**config.mk**
```make
export PLATFORM = sky130hd
export DESIGN_NAME = asd_engine
export DESIGN_NICKNAME = d
export VERILOG_FILES = /design/src/asd_pkg.sv /design/src/asd_engine.sv
export VERILOG_INCLUDE_DIRS = /design/src /design/src/src
export SDC_FILE = /design/constraint.sdc
export NUM_CORES = 1
export LEC_CHECK = 0
export ABC_AREA = 1
export BUFFER_PORTS_ARGS = -buffer_cell sky130_fd_sc_hd__buf_2
export CORE_ASPECT_RATIO = 1.5
export CORE_MARGIN = 8
export CORE_UTILIZATION = 40
export CTS_CLUSTER_SIZE = 10
export DETAILED_ROUTE_END_ITERATION = 8
export GPL_ROUTABILITY_DRIVEN = 0
export SLEW_MARGIN = 40
export SYNTH_ARGS = -nofsm -noshare
export SYNTH_HDL_FRONTEND = slang
export SYNTH_SLANG_ARGS = --single-unit
```
**constraint.sdc**
```tcl
create_clock -name clk -period 7.7 [get_ports clk]
set_input_delay 1.54 -clock clk [delete_from_list [all_inputs] [get_ports clk]]
set_output_delay 1.54 -clock clk [all_outputs]
set_load 0.1 [all_outputs]
```
**src/arith_symbol_decoder_macros.svh**
```systemverilog
// Assertion macros shared by the decoder RTL.
`ifndef ARITH_SYMBOL_DECODER_MACROS_SVH
`define ARITH_SYMBOL_DECODER_MACROS_SVH
`ifndef SYNTHESIS
`define ASD_ASSERT(label, clk, rst_n, expr, msg) \
    label: assert property (@(posedge clk) disable iff (!rst_n) (expr)) \
        else $error(msg);
`define ASD_ASSERT_IMP(label, clk, rst_n, ante, cons, msg) \
    label: assert property (@(posedge clk) disable iff (!rst_n) (ante) |-> (cons)) \
        else $error(msg);
`define ASD_ASSERT_NEXT(label, clk, rst_n, ante, cons, msg) \
    label: assert property (@(posedge clk) disable iff (!rst_n) (ante) |=> (cons)) \
        else $error(msg);
`else
`define ASD_ASSERT(label, clk, rst_n, expr, msg)
`define ASD_ASSERT_IMP(label, clk, rst_n, ante, cons, msg)
`define ASD_ASSERT_NEXT(label, clk, rst_n, ante, cons, msg)
`endif
`endif

```
**src/asd_pkg.sv**
```systemverilog
`timescale 1ns / 1ps
package asd_pkg;

    localparam int TABLE_DEPTH_DEF = 2048;

    localparam int REQ_W   = 2;
    localparam int IDX_W   = 11;
    localparam int WORD_W  = 15;
    localparam int LEN_W   = 2;
    localparam int WIN_W   = 16;
    localparam int SYM_W   = 5;
    localparam int USED_W  = 5;
    localparam int CODE_W  = 16;

    // request kinds
    localparam logic [REQ_W-1:0] REQ_INIT   = 2'd0;
    localparam logic [REQ_W-1:0] REQ_WRITE  = 2'd1;
    localparam logic [REQ_W-1:0] REQ_DECODE = 2'd2;

    // table length codes
    localparam logic [LEN_W-1:0] LEN_2  = 2'd0;
    localparam logic [LEN_W-1:0] LEN_4  = 2'd1;
    localparam logic [LEN_W-1:0] LEN_17 = 2'd2;
    localparam logic [LEN_W-1:0] LEN_27 = 2'd3;

    localparam logic [CODE_W-1:0] HALF     = 16'd32768;
    localparam logic [CODE_W-1:0] QUARTER  = 16'd16384;
    localparam logic [CODE_W-1:0] THREE_QT = 16'd49152;

    localparam logic [USED_W-1:0] WIN_BITS = 5'd16;

    typedef struct packed {
        logic [REQ_W-1:0]  req_type;
        logic [IDX_W-1:0]  table_index;
        logic [WORD_W-1:0] table_word;
        logic [LEN_W-1:0]  length_code;
        logic [WIN_W-1:0]  bit_window;
    } asd_request_t;

    typedef struct packed {
        logic [SYM_W-1:0]  symbol;
        logic [USED_W-1:0] bits_used;
        logic              window_short;
    } asd_result_t;

endpackage

```
**src/asd_engine.sv**
```systemverilog
`timescale 1ns / 1ps
`include "arith_symbol_decoder_macros.svh"
module asd_engine #(
    parameter int TABLE_DEPTH = asd_pkg::TABLE_DEPTH_DEF,
    parameter int AW          = $clog2(TABLE_DEPTH)
) (
    input  logic                       clk,
    input  logic                       rst_n,
    input  logic                       req_valid,
    output logic                       req_ready,
    input  asd_pkg::asd_request_t      req,
    output logic                       res_valid,
    input  logic                       res_ready,
    output asd_pkg::asd_result_t       res,
    output logic                       mem_we,
    output logic [AW-1:0]              mem_waddr,
    output logic [asd_pkg::WORD_W-1:0] mem_wdata,
    output logic [AW-1:0]              mem_raddr,
    input  logic [asd_pkg::WORD_W-1:0] mem_rdata
);
    import asd_pkg::*;

    // index reduction: handles a quotient of an index by the depth below 2^(QB+1)
    localparam int QB   = IDX_W - 5;
    localparam int MODW = AW + QB + 1;
    localparam int SW   = AW + 1;

    typedef enum logic [3:0] {
        S_IDLE,
        S_ISSUE,
        S_MUL,
        S_CMP,
        S_N_ISSUE,
        S_N_LO,
        S_N_HI,
        S_N_FIN,
        S_RENORM,
        S_DONE
    } state_t;

    state_t              state_reg;
    logic [CODE_W-1:0]   lo_reg;
    logic [CODE_W-1:0]   hi_reg;
    logic [CODE_W-1:0]   val_reg;
    logic [AW-1:0]       base_reg;
    logic [LEN_W-1:0]    lc_reg;
    logic [WIN_W-1:0]    win_reg;
    logic signed [17:0]  rng_reg;
    logic signed [33:0]  c_reg;
    logic signed [33:0]  prod_reg;
    logic [CODE_W-1:0]   plo_reg;
    logic [SYM_W-1:0]    k_reg;
    logic [2:0]          step_reg;
    logic [USED_W-1:0]   used_reg;
    logic                short_reg;

    function automatic logic [AW-1:0] reduce_index(input logic [IDX_W-1:0] idx);
        logic [MODW-1:0] r;
        r = MODW'(idx);
        for (int j = QB; j >= 0; j--)
        begin
            if (r >= (MODW'(TABLE_DEPTH) << j))
            begin
                r = r - (MODW'(TABLE_DEPTH) << j);
            end
        end
        return AW'(r);
    endfunction

    function automatic logic [AW-1:0] table_addr(input logic [AW-1:0] base,
                                                 input logic [SYM_W-1:0] off);
        logic [SW-1:0] s;
        s = {1'b0, base} + SW'(off);
        if (s >= SW'(TABLE_DEPTH))
        begin
            s = s - SW'(TABLE_DEPTH);
        end
        return s[AW-1:0];
    endfunction

    // search step sizes; a probe looks at k + add - 1
    function automatic logic [SYM_W-1:0] step_add(input logic [LEN_W-1:0] lc,
                                                  input logic [2:0] step);
        logic [SYM_W-1:0] a;
        a = 5'd1;
        unique case (step)
            3'd0:    a = (lc == LEN_27) ? 5'd16 : ((lc == LEN_4) ? 5'd2 : 5'd1);
            3'd1:    a = (lc == LEN_4) ? 5'd1 : 5'd8;
            3'd2:    a = 5'd4;
            3'd3:    a = 5'd2;
            default: a = 5'd1;
        endcase
        return a;
    endfunction

    function automatic logic step_last(input logic [LEN_W-1:0] lc, input logic [2:0] step);
        logic last;
        unique case (lc)
            LEN_2:   last = (step == 3'd0);
            LEN_4:   last = (step == 3'd1);
            default: last = (step == 3'd4);
        endcase
        return last;
    endfunction

    logic              accept;
    logic [SYM_W-1:0]  add;
    logic [SYM_W-1:0]  k_prev;
    logic signed [15:0] tbl_s;
    logic signed [33:0] prod_mul;
    logic              hit;
    logic              skip;
    logic signed [17:0] rng_init;
    logic signed [17:0] dist_init;
    logic signed [33:0] dist_ext;
    logic signed [33:0] c_init;
    logic              rn_go;
    logic [CODE_W-1:0] rn_sub;
    logic [CODE_W-1:0] lo_sub;
    logic [CODE_W-1:0] hi_sub;
    logic [CODE_W-1:0] val_sub;

    assign req_ready = (state_reg == S_IDLE);
    assign accept    = req_valid && req_ready;

    assign add    = step_add(lc_reg, step_reg);
    assign k_prev = (k_reg == '0) ? '0 : k_reg - 5'd1;
    assign tbl_s  = $signed({1'b0, mem_rdata});
    assign prod_mul = tbl_s * rng_reg;
    assign hit    = (prod_reg > c_reg);
    assign skip   = (lc_reg == LEN_27) &&
                    (((step_reg == 3'd2) && (k_reg == 5'd24)) ||
                     ((step_reg == 3'd4) && (k_reg == 5'd26)));

    assign rng_init  = $signed({2'b00, hi_reg}) - $signed({2'b00, lo_reg}) + 18'sd1;
    assign dist_init = $signed({2'b00, val_reg}) - $signed({2'b00, lo_reg}) + 18'sd1;
    assign dist_ext  = 34'(dist_init);
    assign c_init    = (dist_ext <<< 14) - 34'sd1;

    always_comb
    begin
        rn_go  = 1'b1;
        rn_sub = '0;
        priority if (hi_reg < HALF)
        begin
            rn_sub = '0;
        end
        else if (lo_reg >= HALF)
        begin
            rn_sub = HALF;
        end
        else if ((lo_reg >= QUARTER) && (hi_reg < THREE_QT))
        begin
            rn_sub = QUARTER;
        end
        else
        begin
            rn_go = 1'b0;
        end
    end

    assign lo_sub  = lo_reg - rn_sub;
    assign hi_sub  = hi_reg - rn_sub;
    assign val_sub = val_reg - rn_sub;

    assign mem_we    = accept && (req.req_type == REQ_WRITE);
    assign mem_waddr = reduce_index(req.table_index);
    assign mem_wdata = req.table_word;

    always_comb
    begin
        unique case (state_reg)
            S_ISSUE:   mem_raddr = table_addr(base_reg, k_reg + add - 5'd1);
            S_N_ISSUE: mem_raddr = table_addr(base_reg, k_reg);
            S_N_LO:    mem_raddr = table_addr(base_reg, k_prev);
            default:   mem_raddr = base_reg;
        endcase
    end

    assign res_valid = (state_reg == S_DONE);
    assign res       = '{symbol: k_reg, bits_used: used_reg, window_short: short_reg};

    always_ff @(posedge clk or negedge rst_n)
    begin
        if (!rst_n)
        begin
            state_reg <= S_IDLE;
            lo_reg    <= '0;
            hi_reg    <= '1;
            val_reg   <= '0;
            k_reg     <= '0;
            step_reg  <= '0;
            used_reg  <= '0;
            short_reg <= 1'b0;
        end
        else
        begin
            unique case (state_reg)
                S_IDLE:
                begin
                    if (accept)
                    begin
                        k_reg     <= '0;
                        step_reg  <= '0;
                        short_reg <= 1'b0;
                        unique case (req.req_type)
                            REQ_INIT:
                            begin
                                lo_reg    <= '0;
                                hi_reg    <= '1;
                                val_reg   <= req.bit_window;
                                used_reg  <= WIN_BITS;
                                state_reg <= S_DONE;
                            end
                            REQ_DECODE:
                            begin
                                used_reg  <= '0;
                                state_reg <= S_ISSUE;
                            end
                            default:
                            begin
                                used_reg  <= '0;
                                state_reg <= S_DONE;
                            end
                        endcase
                    end
                end
                S_ISSUE:
                begin
                    state_reg <= S_MUL;
                end
                S_MUL:
                begin
                    state_reg <= S_CMP;
                end
                S_CMP:
                begin
                    if (hit && !skip)
                    begin
                        k_reg <= k_reg + add;
                    end
                    // the 17-entry table stops at symbol zero when the first probe fails
                    priority if ((lc_reg == LEN_17) && (step_reg == 3'd0) && !hit)
                    begin
                        state_reg <= S_N_ISSUE;
                    end
                    else if (step_last(lc_reg, step_reg))
                    begin
                        state_reg <= S_N_ISSUE;
                    end
                    else
                    begin
                        step_reg  <= step_reg + 3'd1;
                        state_reg <= S_ISSUE;
                    end
                end
                S_N_ISSUE:
                begin
                    state_reg <= S_N_LO;
                end
                S_N_LO:
                begin
                    state_reg <= S_N_HI;
                end
                S_N_HI:
                begin
                    state_reg <= S_N_FIN;
                end
                S_N_FIN:
                begin
                    if (k_reg != '0)
                    begin
                        hi_reg <= lo_reg + prod_reg[29:14] - 16'd1;
                    end
                    lo_reg    <= lo_reg + plo_reg;
                    state_reg <= S_RENORM;
                end
                S_RENORM:
                begin
                    priority if (!rn_go)
                    begin
                        state_reg <= S_DONE;
                    end
                    else if (used_reg == WIN_BITS)
                    begin
                        short_reg <= 1'b1;
                        state_reg <= S_DONE;
                    end
                    else
                    begin
                        lo_reg   <= {lo_sub[14:0], 1'b0};
                        hi_reg   <= {hi_sub[14:0], 1'b1};
                        val_reg  <= {val_sub[14:0], win_reg[WIN_W-1]};
                        used_reg <= used_reg + 5'd1;
                    end
                end
                S_DONE:
                begin
                    if (res_ready)
                    begin
                        state_reg <= S_IDLE;
                    end
                end
                default:
                begin
                    state_reg <= S_IDLE;
                end
            endcase
        end
    end

    // datapath registers, no reset
    always_ff @(posedge clk)
    begin
        if (accept)
        begin
            base_reg <= reduce_index(req.table_index);
            lc_reg   <= req.length_code;
            win_reg  <= req.bit_window;
            rng_reg  <= rng_init;
            c_reg    <= c_init;
        end
        else if ((state_reg == S_RENORM) && rn_go)
        begin
            win_reg <= {win_reg[WIN_W-2:0], 1'b0};
        end

        if ((state_reg == S_MUL) || (state_reg == S_N_LO) || (state_reg == S_N_HI))
        begin
            prod_reg <= prod_mul;
        end
        // floor of (rng * tbl(k)) / 2^14, low 16 bits
        if (state_reg == S_N_HI)
        begin
            plo_reg <= prod_reg[29:14];
        end
    end

    `ASD_ASSERT(a_used_range, clk, rst_n, used_reg <= WIN_BITS, "bits used beyond window")
    `ASD_ASSERT_IMP(a_short_full, clk, rst_n, short_reg, used_reg == WIN_BITS,
                    "short flag without full window")
    `ASD_ASSERT_IMP(a_symbol_range, clk, rst_n, state_reg == S_DONE, k_reg <= 5'd26,
                    "symbol out of range")
    `ASD_ASSERT_NEXT(a_done_release, clk, rst_n, (state_reg == S_DONE) && res_ready,
                     state_reg == S_IDLE, "result handoff did not release engine")
endmodule

```
Yosys cells after proc, flatten, opt, wreduce, memory -nomap -nowiden
Index checks and enable logic that the tools add are counted.

$add $sub $neg: 22. Multiply operators: 1. Order comparisons: 8. Equality and inequality tests: 32. Mux-type cells: 60. Reduce and logical (&&, ||, !) cells: 33.

Operators by type and width (number): $mux 16 (15); $pmux 16 s3 (2); $mux 15 (3); $sub 15x15->15 (3); $mux 5 (8); $pmux 4 s10 (1); $add 11x5->12 (3); $add 17x2->18 const B (2); $ge 12x12->1 const B (3); $gt 34x34->1 (1); $mul 16x18->34 (1); $sub 16x16->17 (2); $mux 11 (3); $pmux 11 s3 (1); $sub 11x1->11 const B (3); $sub 32x2->33 const B (1); $add 16x16->16 (2); $lt 16x16->1 const B (2); $pmux 16 s2 (1); $mux 4 (6); $pmux 5 s2 (2); $pmux 5 s4 (1); $eq 4x3->1 const B (4); $ge 16x15->1 const B (1); other kinds (37) (85).

Bits in registers: 197. Bits of input ports: 65. Output and inout port bits: 51. Word-level logic and storage cells: 171.

Depth between registers and ports, before layout
Depth after elaboration: 10. Gate-level depth with buffers: 27. Depth with buffers taken out: 25.

Worst setup path before layout
OpenSTA, ideal clock, no wires.

Kind: input-to-reg. From: in mem_rdata[9] (netlist bit). To: reg prod_reg[27], data pin. Setup time: 0.262 ns. Arrival time: 6.865 ns. Required time: 7.438 ns. Slack: 0.573 ns. Stages on the path: 22. Cell sequence: clkbuf_1 > clkbuf_1 > nand2_1 > fa_1 > inv_1 > fa_1 > inv_1 > fa_1 > inv_1 > fa_1 > fa_1 > inv_1 > fa_1 > inv_1 > ha_1 > a21oi_1 > o21a_1 > a21boi_0 > o21bai_1 > a21oi_1 > o21bai_1 > xor2_1.

Word-level cells in the longest chain between the ends: 1.

Ends and longest elaborated chain: from (decl) (line asd_engine.sv:19) `input logic [asd_pkg::WORD_W-1:0] mem_rdata`; $mul 16x18->34 (line asd_engine.sv:129) `assign prod_mul = tbl_s * rng_reg;`; named net prod_mul[27] (line asd_engine.sv:110) `logic signed [33:0] prod_mul;`; to (signal assigned) (line asd_engine.sv:330) `prod_reg <= prod_mul;`; to (decl) (line asd_engine.sv:50) `logic signed [33:0] prod_reg;`.

The timed path passes the listed nets, and every way through them passes these cells. A chain may end at the register's enable or synchronous reset.

Worst setup path in the final report
From: in mem_rdata[6] (netlist bit). To: reg prod_reg[26], data pin.

The elaborated chain is that of the path after synthesis.

==> results.py <==
metrics = {
    "status": {
        "status": "completed",
    },
    "global_route": {
        "grt_overflow": 0,
        "grt_max_degree": 69,
        "met2_usage_pct": 34.5,
        "met3_usage_pct": 1.90,
        "use_met1_pct": 20.1,
        "grt_pass1_wl_um": 98400,
        "busiest_layer": "met2",
        "grt_use_total_pct": 18.0,
        "grt_pass1_vias": 19500,
        "antenna_found_initial": 0,
    },
    "critical_path": {
        "worstSetupEndpointType": "flop",
        "worst-path-max-fanout": 18,
        "r2r_cells": 20,
        "cp_top_family": "adder cells",
        "worstSetupPathType": "input port to flop",
        "required_ps": 7900,
        "crit_end": "prod_reg[26]",
        "cp-start-kind": "input port",
        "ff2ff_setup_slack_ps": 1250,
        "crit_chain": "buf_2 -> nand2_1 -> inv_1 -> fa_1 -> inv_1 -> fa_1 -> fa_1 -> fa_1 -> inv_1 -> fa_1 -> inv_1 -> fa_1 -> inv_1 -> ha_1 -> a21oi_1 -> o21ai_0 -> o21bai_1 -> a21o_1 -> a21boi_0 -> o21bai_1 -> nand2_1 -> nand2_1 -> xor2_1",
        "cp_slowest_cell": "fa_1",
        "r2r_start": "rng_reg[5]",
        "cp_common_cell": "fa_1",
        "worstSetupPathDepth": 23,
        "slowest_delay_ps": 560,
        "r2r_end": "prod_reg[27]",
        "arrival_ps": 7050,
        "crit_start": "mem_rdata[6]",
        "path_buf_inv": 6,
    },
    "logic_synthesis": {
        "synth_area_um2": 23700,
        "synth_top_cell_by_area": "fa_1",
        "synthDistinctLibCells": 58,
        "synthTopCellsByArea": "fa_1 (24%), edfxtp_1 (15%), inv_1 (12%)",
        "syn_avg_cell_area_um2": 7.94,
        "syn_nets": 3529,
        "yosys_warnings": 0,
        "synth-async-reset-ratio_pct": 36.3,
        "ys_ff_latch": 182,
        "seq_area_frac_synth_pct": 21.8,
        "synth_edf_count": 116,
        "netlist_instances": 2982,
        "synth_top_area_share_pct": 23.5,
        "synthFlopType": "edfxtp_1",
    },
    "clock_network": {
        "postCtsSetupBuffers": 0,
        "cts_sinks": 182,
        "ctsHoldBuffers": 0,
        "root_buffer": "clkbuf_16",
        "htree_levels": 4,
        "cts-resized-gates": 0,
        "cts_buffer_depth": 2,
        "insertion_delay_ps": 460,
        "cts_buffers": 17,
        "cts.clk_slew.worst_paths_ps": 80,
        "cts_tree": "done",
    },
    "sta": {
        "clock_skew_ps": 15.1,
        "layout_setup_ws_ps": 847,
        "setup_viol": 0,
        "fin_crit_sh_pct": 89.0,
        "timing.fmax_mhz": 146,
        "post-route-min-period_ps": 6850,
        "slew_headroom_pct": 41.4,
        "report.final.slew_viol_count": 0,
        "hold_viol": 0,
        "tns_ps": 0,
        "tightest_slew_ps": 879,
        "rsz0062_at_grt": "no",
    },
    "placed_design": {
        "hpwlAfterDp_um": 49600,
        "placed_cells_incl_taps": 3766,
        "pre_cts_slack_ps": 350,
        "io_buffers": 85,
    },
    "die": {
        "io_pins": 116,
        "die_w_um": 215,
        "core_area_um2": 58800,
        "die_h_um": 314,
        "die-area_um2": 67400,
        "num_rows": 109,
        "start_util_pct": 40.3,
    },
    "layout": {
        "largest_reg_flops": 34,
        "layout-drive-gt1-share_pct": 6.85,
        "final_util_pct": 43.1,
        "layout_commonest_cell": "inv_1",
        "layoutNonFillerInstCount": 3799,
        "area_delta_synth_final_pct": 7.17,
        "final_cell_mix": "inv_1 (737), nand2_1 (705), fa_1 (278), ha_1 (204), a21oi_1 (143)",
        "fin_nets": 3556,
        "diodes": 0,
    },
    "hold_path": {
        "hp-class": "flop to flop",
    },
    "detailed_routing": {
        "vias": 18600,
        "ant_nets": 0,
        "wirelength_um": 59700,
        "drt_iter0_drc": 1010,
        "wl_per_cell_um": 15.7,
        "first_pass_iters": 6,
        "drc_errors": 0,
        "vias_per_cell": 4.90,
    },
    "job": {
        "maxCapViolations": 0,
    },
}
## cell families (layout without fill, tap and decap cells)
| family | Yosys count | in the layout | share of synthesized area, % |
|---|---|---|---|
| compound gates | 341 | 341 | 8.21 |
| xor+xnor | 96 | 96 | 3.59 |
| fa+ha+maj | 482 | 482 | 34.3 |
| buf+inv | 839 | 879 | 13.8 |
| flops | 182 | 182 | 21.8 |
| simple gates | 1042 | 1042 | 18.3 |
## area by class of cell
type | instances | area, um^2
Clock inverter | 14 | 156
Inverter | 743 | 2790
Sequential cell | 182 | 5150
Fill cell | 6113 | 33400
Tap cell | 777 | 972
Multi-Input combinational cell | 1961 | 15300
Timing Repair Buffer | 104 | 596
Clock buffer | 18 | 439
## Yosys cell counts (5+ instances only)
library cell and count:
clkbuf_1 55, nand3_1 100, or2_2 8, nor2_2 9, nand2_2 16, inv_1 737, o22ai_1 5, a21o_1 6
a211oi_1 6, o21ai_0 106, nor3_1 23, o31ai_1 5, o21bai_1 10, a21oi_1 143, dfstp_2 16, o211ai_1 16
a31oi_1 11, dfrtp_1 50, a22oi_1 9, xor2_1 66, ha_1 204, nand2_1 705, buf_2 9, nor2_1 134
nand4_1 26, edfxtp_1 116, buf_4 30, xnor2_1 29, fa_1 278
## worst min-delay path by stage
stage | endpoint | depth (start not counted) | from
after floorplan | val_reg[15] | 2 | val_reg[15]
after global placement | short_reg | 2 | short_reg
after detailed placement | hi_reg[8] | 2 | hi_reg[8]
after CTS | hi_reg[8] | 2 | hi_reg[8]
after global routing | hi_reg[8] | 2 | hi_reg[8]
final | short_reg | 2 | short_reg
## metrics by stage
stage          instance area [um^2]  hold WS [ps]
4_1_cts                       25300           501
6_report                      25400           498
5_1_grt                       25400           518
2_1_floorplan                 23700           453
3_3_place_gp                  24700           475
3_5_place_dp                  24700           485
## metal layers
layer	wire, um	vias to the layer above	part of all wire [%]
met4	2010	0	3.4
met1	24000	8951	40
li1	-	9170	-
met2	31600	387	53
met5	0	-	0
met3	2150	100	3.6
## worst reg2reg max path, stage by stage, from the launching register on
cell and delay [ps]:
edfxtp_1 920, nand2_1 200, fa_1 560, inv_1 50, fa_1 500, inv_1 50
fa_1 480, inv_1 50, fa_1 520, fa_1 550, inv_1 50, fa_1 520
inv_1 40, ha_1 350, a21oi_1 200, o21a_1 140, a21boi_0 340, o21bai_1 150
a21oi_1 260, o21bai_1 110, xor2_1 150
Power is left out: the tool's default activity adds up to more than one toggle a clock period on the data nets, which glitch-free logic cannot reach.
